**src/rtl/hover_thrust_scalar_ekf_defines.svh**
```systemverilog
// ----------------------------------------------------------------------------
// hover thrust estimator assertion macros
// shared concurrent assertion forms, sampled on clk and disabled in reset
// ----------------------------------------------------------------------------
`ifndef HOVER_THRUST_SCALAR_EKF_DEFINES_SVH
`define HOVER_THRUST_SCALAR_EKF_DEFINES_SVH

// condition that holds at every edge out of reset
`define HTEKF_ASSERT_ALWAYS(label, cond, msg) \
    label: assert property (@(posedge clk) disable iff (!rst_n) (cond)) else $error(msg);

// condition that holds in the cycle after a trigger
`define HTEKF_ASSERT_NEXT(label, ante, cons, msg) \
    label: assert property (@(posedge clk) disable iff (!rst_n) (ante) |=> (cons)) else $error(msg);

`endif

```
**src/rtl/htekf_pkg.sv**
```systemverilog
// ----------------------------------------------------------------------------
// htekf_pkg
// constants and unit request types of the hover thrust estimator
// ----------------------------------------------------------------------------
`default_nettype none

package htekf_pkg;

    localparam int MUL_W     = 64;
    localparam int DIV_NUM_W = 76;
    localparam int DIV_DEN_W = 55;
    localparam int DIV_CNT_W = 7;
    localparam int DIV_Q_W   = 64;

    localparam logic [19:0] G_Q16     = 20'd642689;
    localparam logic [15:0] HOVER_MIN = 16'd6554;
    localparam logic [15:0] HOVER_MAX = 16'd52429;
    localparam logic [48:0] VAR_MIN   = 49'd28147;
    localparam logic [48:0] VAR_MAX   = 49'h1_0000_0000_0000;
    localparam logic [27:0] NOISE_MIN = 28'd1678;
    localparam logic [27:0] NOISE_MAX = 28'd167772160;
    localparam logic [32:0] ONE_Q32   = 33'h1_0000_0000;
    // floor(x / 15625) as (x * INC_RECIP) >> INC_SHIFT, exact for x below 2^59
    localparam logic [59:0] INC_RECIP = 60'd604462909807314588;
    localparam int          INC_SHIFT = 73;
    localparam logic [9:0]  US_PER_MS = 10'd1000;

    localparam logic [31:0] Q_RESET     = 32'd55661;
    localparam logic [15:0] GATE_RESET  = 16'd12288;
    localparam logic [16:0] TAU_RESET   = 17'd2000;
    localparam logic [15:0] HOVER_RESET = 16'd32768;
    localparam logic [48:0] VAR_RESET   = 49'd11258999068426;
    localparam logic [27:0] NOISE_RESET = 28'd4194304;

    localparam logic [1:0] CFG_PROCESS_NOISE = 2'd0;
    localparam logic [1:0] CFG_GATE_SIZE     = 2'd1;
    localparam logic [1:0] CFG_NOISE_TAU     = 2'd2;

    typedef struct packed {
        logic             start;
        logic [MUL_W-1:0] a;
        logic [MUL_W-1:0] b;
    } mul_req_t;

    typedef struct packed {
        logic                 start;
        logic [DIV_NUM_W-1:0] num;
        logic [DIV_CNT_W-1:0] nbits;
        logic [DIV_DEN_W-1:0] den;
    } div_req_t;

endpackage

`default_nettype wire

```
**src/rtl/htekf_div.sv**
```systemverilog
// ----------------------------------------------------------------------------
// htekf_div
// restoring divider, one quotient bit per cycle, variable dividend length
// ----------------------------------------------------------------------------
`default_nettype none

module htekf_div
    import htekf_pkg::*;
(
    input  logic               clk,
    input  logic               rst_n,
    input  div_req_t           req,
    output logic               done,
    output logic [DIV_Q_W-1:0] quot
);

    logic                 busy_reg, busy_next;
    logic [DIV_CNT_W-1:0] cnt_reg, cnt_next;
    logic                 done_reg, done_next;
    logic [DIV_NUM_W-1:0] num_reg, num_next;
    logic [DIV_DEN_W-1:0] den_reg, den_next;
    logic [DIV_DEN_W-1:0] rem_reg, rem_next;
    logic [DIV_Q_W-1:0]   quot_reg, quot_next;
    logic [DIV_DEN_W:0]   rem_sh;
    logic [DIV_DEN_W:0]   rem_sub;
    logic                 ge;

    always_comb
    begin
        rem_sh    = {rem_reg, num_reg[DIV_NUM_W-1]};
        ge        = rem_sh >= {1'b0, den_reg};
        rem_sub   = rem_sh - {1'b0, den_reg};
        busy_next = busy_reg;
        cnt_next  = cnt_reg;
        done_next = 1'b0;
        num_next  = num_reg;
        den_next  = den_reg;
        rem_next  = rem_reg;
        quot_next = quot_reg;
        if (req.start)
        begin
            // left-align the dividend so its top bit enters first
            num_next  = req.num << (DIV_NUM_W - int'(req.nbits));
            den_next  = req.den;
            rem_next  = '0;
            quot_next = '0;
            cnt_next  = req.nbits;
            busy_next = 1'b1;
        end
        else if (busy_reg)
        begin
            rem_next  = ge ? rem_sub[DIV_DEN_W-1:0] : rem_sh[DIV_DEN_W-1:0];
            quot_next = {quot_reg[DIV_Q_W-2:0], ge};
            num_next  = {num_reg[DIV_NUM_W-2:0], 1'b0};
            cnt_next  = DIV_CNT_W'(cnt_reg - 1'b1);
            if (cnt_reg == DIV_CNT_W'(1))
            begin
                busy_next = 1'b0;
                done_next = 1'b1;
            end
        end
    end

    always_ff @(posedge clk or negedge rst_n)
    begin
        if (!rst_n)
        begin
            busy_reg <= 1'b0;
            cnt_reg  <= '0;
            done_reg <= 1'b0;
        end
        else
        begin
            busy_reg <= busy_next;
            cnt_reg  <= cnt_next;
            done_reg <= done_next;
        end
    end

    always_ff @(posedge clk)
    begin
        num_reg  <= num_next;
        den_reg  <= den_next;
        rem_reg  <= rem_next;
        quot_reg <= quot_next;
    end

    assign done = done_reg;
    assign quot = quot_reg;

endmodule

`default_nettype wire

```
**config.mk**
```make
export PLATFORM = sky130hd
export DESIGN_NAME = htekf_div
export DESIGN_NICKNAME = d
export VERILOG_FILES = /design/src/rtl/hover_thrust_scalar_ekf_defines.svh /design/src/rtl/htekf_pkg.sv /design/src/rtl/htekf_div.sv
export SDC_FILE = /design/constraint.sdc
export NUM_CORES = 1
export LEC_CHECK = 0
export ABC_CLOCK_PERIOD_IN_PS = 3100
export BUFFER_PORTS_ARGS = -buffer_cell sky130_fd_sc_hd__buf_4
export CAP_MARGIN = 30
export CELL_PAD_IN_SITES_DETAIL_PLACEMENT = 1
export CELL_PAD_IN_SITES_GLOBAL_PLACEMENT = 1
export CORE_ASPECT_RATIO = 0.75
export CORE_MARGIN = 2
export CORE_UTILIZATION = 38
export CTS_CLUSTER_SIZE = 24
export DETAILED_ROUTE_END_ITERATION = 10
export PLACE_DENSITY = 0.68
export SLEW_MARGIN = 20
export SYNTH_ARGS = -nofsm -noshare
export SYNTH_HDL_FRONTEND = slang
export SYNTH_SLANG_ARGS = --single-unit
```
**constraint.sdc**
```tcl
create_clock -name clk -period 3.1 [get_ports clk]
set_clock_uncertainty 0.05 [all_clocks]
set_input_delay 0.155 -clock clk [delete_from_list [all_inputs] [get_ports clk]]
set_output_delay 0.155 -clock clk [all_outputs]
set_load 0.05 [all_outputs]
```
==> summary.md <==
| Metric | Value |
|---|---|
| Status | complete, no violations |
| Power per cell area | 442 mW/mm^2 |
| Clock buffer depth | 3 |
| DR vias/cell | approximately 5.8 |
| Worst endpoint required time | 3.47 ns |
| Share of layout cells above drive strength 1 | 0.269 |
| Area Growth Syn to Fin | 30.6% |
| Comb pwr share | 0.301 |
| Clk sinks | 259 |
| Async SR Flop Fraction | 0.0347 |
| Placed Area | 0.0216 sq mm |
| Most common cell after layout, fill and taps aside | buf_4 |
| Cell Count Post-Placement | 2873 |
| Die area | ~0.05 sq mm |
| Grt total ovfl | 0 |
| Leak | 10.4 nW |
| All-Layer GR Usage | 0.263 |
| TritonCTS clock tree | yes |
| FMAX | 324 MHz |
| Sw Pwr | approximately 3.4 mW |
| Die width | 257 microns |
| HP Class | in2reg |
| WP data arrival | about 3.5 ns |
| Setup CP Type | reg2reg |
| Period utilization | 0.996 |
| Detailed placer's ending HPWL | 51700 microns |
| Reg2Reg Setup Slack | 0.01 ns |
| Peak supply drop | 0.000389 V |
| Post-route cell area | 0.0238 sq mm |
| Largest net degree at the start of global routing | 145 |
| Synth area leaders | edfxtp_1, dfxtp_1, mux2i_1 |
| Commonest cells after routing, fill and taps aside | buf_4, nor2_1, nand2_1, mux2i_1, edfxtp_1 |
| Max FO, Critical Path | 5 |
| Syn Inst Count | between 1500 and 2000 |
| Worst hold slack | 0.108 ns |
| Mapped cell area | 0.0182 sq mm |
| R2R Path Start | den_reg[4]$_DFFE_PP_ |
| Max-slew violation count | 0 |
| Clock share of power | 0.325 |
| First-pass GRT wire length | 104000 microns |
| Warnings from Yosys | 0 |
| Gpl congestion | approximately 0.95 |
| DRT iter0 DRCs | 1594 |
| Worst Tran Pin Value | 0.920 ns |
| Final antenna diode count | 0 |
| Port buffer count | between 200 and 250 |
| Clk Latency, worst-skew pair | 0.57 ns |
| Post-synth top area share | 0.216 |
| CP Capture Type | register |
| Reg clk slew, reported paths | 0.06 ns |
| Post-synthesis average cell area | 9.19 sq um |
| Final layout net count | 2541 |
| Max reg flops | 76 |
| Fin util | 0.503 |
| Crit path launch type | register |
| RSZ-0062 raised after global routing | true |
| Net Sw Frac | 0.321 |
| Number of max-cap violations | 0 |
| DRT Wirelength | 67800 microns |
| Setup crit start | den_reg[4]$_DFFE_PP_ |
| Endpoints failing setup | 0 |
| Vias in the first global route | 17400 |
| Register bit count reported by yosys | ~260 |
| Worst slew margin | 0.387 |
| Number of flops mapped to enable cells by yosys | 131 |
| Worst Reg-to-Reg Cells | 11 |
| Fin crit period | 3.09 ns |
| DRT Pass-1 Iters | 5 |
| Clock Root Buffer | clkbuf_16 |
| Row Count | 69 |
| I/O pin count | 206 |
| Num CTS Buffers | 29 |
| Routed Antenna Nets | 0 |
| Crit path to | rem_reg[35]$_SDFFE_PP0P_ |
| Final Hold Viols | 0 |
| Fill cell count | ~5300 |
| Internal power | between 7 and 8 mW |
| Synth Flop Type | edfxtp_1 |
| Wirelength per Cell | 22.6 microns |
| Initial antenna violation count | 1 |
| Vias | roughly 17000 |
| Share of power burned in registers | 0.374 |
| Sequential area share after synthesis | 0.359 |
| Core Area | 0.0474 sq mm |
| Synth area leader | edfxtp_1 |
| CTS H-tree depth | 1 |
| Cell variety after synth | 83 |
| FF-to-FF End | rem_reg[35]$_SDFFE_PP0P_ |
| Synth Net Count | 2183 |
| Die height | 194 microns |
| Initial core utilization | 0.385 |
| Final cell count without fillers | 3002 |
| # DRC | 0 |
-- per-stage QoR --
step	power [mW]	setup TNS, ns	worst slack, ns
after floorplan	5.65	0	0.0161
after global placement	6.86	0	0.0300
after detailed placement	6.93	-0.466	-0.0668
after CTS	10.5	0	0.00572
after global routing	11.0	-0.506	-0.108
final	10.5	0	0.0114
-- cell usage after synthesis (all sizes together), types with 49 or more instances --
cell and instances:
a211oi 52, mux2i 204, clkbuf 95, dfxtp 119
nor2 227, mux4 52, nand2 200, o21ai 92
buf 49, edfxtp 131, ha 58, inv 85
nor3 57, a21oi 130
-- layout make-up --
cell class / count / area, sq um / area share
timing repair buffer: 471 / 4000 / 0.168
clock buffer: 36 / 815 / 0.0342
sequential: 259 / 6550 / 0.275
clock inverter: 17 / 131 / 0.00552
inverter: 85 / 319 / 0.0134
multi-input combinational: 1495 / 11200 / 0.471
tap: 639 / 800 / 0.0336
-- worst max-delay path, stage by stage, from the launching register on --
cell      delay, ns
edfxtp_1       0.38
inv_2          0.08
ha_4           0.19
a21o_1         0.17
or3_4          0.41
o211a_4        0.27
o311a_4        0.32
o21ai_4        0.29
a21oi_1        0.18
a311o_1        0.38
nand4_1        0.11
a311oi_1       0.10
-- cells by family after synthesis --
| logic type | count (synthesis) | synth area share |
|---|---|---|
| fa+ha+maj | 59 | 0.0409 |
| xor+xnor | 59 | 0.0288 |
| simple gates | 608 | 0.147 |
| buf+inv | 229 | 0.0522 |
| flops | 259 | 0.359 |
| mux | 272 | 0.186 |
| compound gates | 497 | 0.186 |
-- how the worst min path moves through the flow --
stage,from,endpoint,slack [ns],depth (start not counted)
finish,req[55],cnt_reg[0]$_DFFE_PN0P_,0.11,4
global route,req[55],cnt_reg[0]$_DFFE_PN0P_,0.13,4
CTS,req[55],cnt_reg[0]$_DFFE_PN0P_,0.07,4
detailed placement,rst_n,done$_DFF_PN0_,-0.06,1
global placement,rst_n,done$_DFF_PN0_,-0.06,1
floorplan,rst_n,busy_reg$_DFF_PN0_,-0.19,0
-- power groups by stage --
stage	sequential [mW]	clock, mW	combinational (mW)
floorplan	3.96	0	1.69
global placement	4.00	0	2.86
detailed placement	4.00	0	2.92
CTS	3.93	3.52	3.01
global route	3.96	3.65	3.40
finish	3.94	3.43	3.17
-- what timing repair did --
item | 4_1_cts | 5_1_grt
gates cloned | 1 | 2
resized for setup | 6 | 94
hold buffers | 64 | 0
setup buffers | 0 | 10
setup endpoints to repair | 30 | 84
endpoints found under the hold margin | 78 | 0
pin swaps | 1 | 46
-- routing by layer --
metal,GRT usage,part of all wire
met1,0.404,0.49
met2,0.381,0.42
met3,0.0557,0.075
met4,0.0422,0.014
met5,0,0.00019
Power figures use the tool's default switching activity.
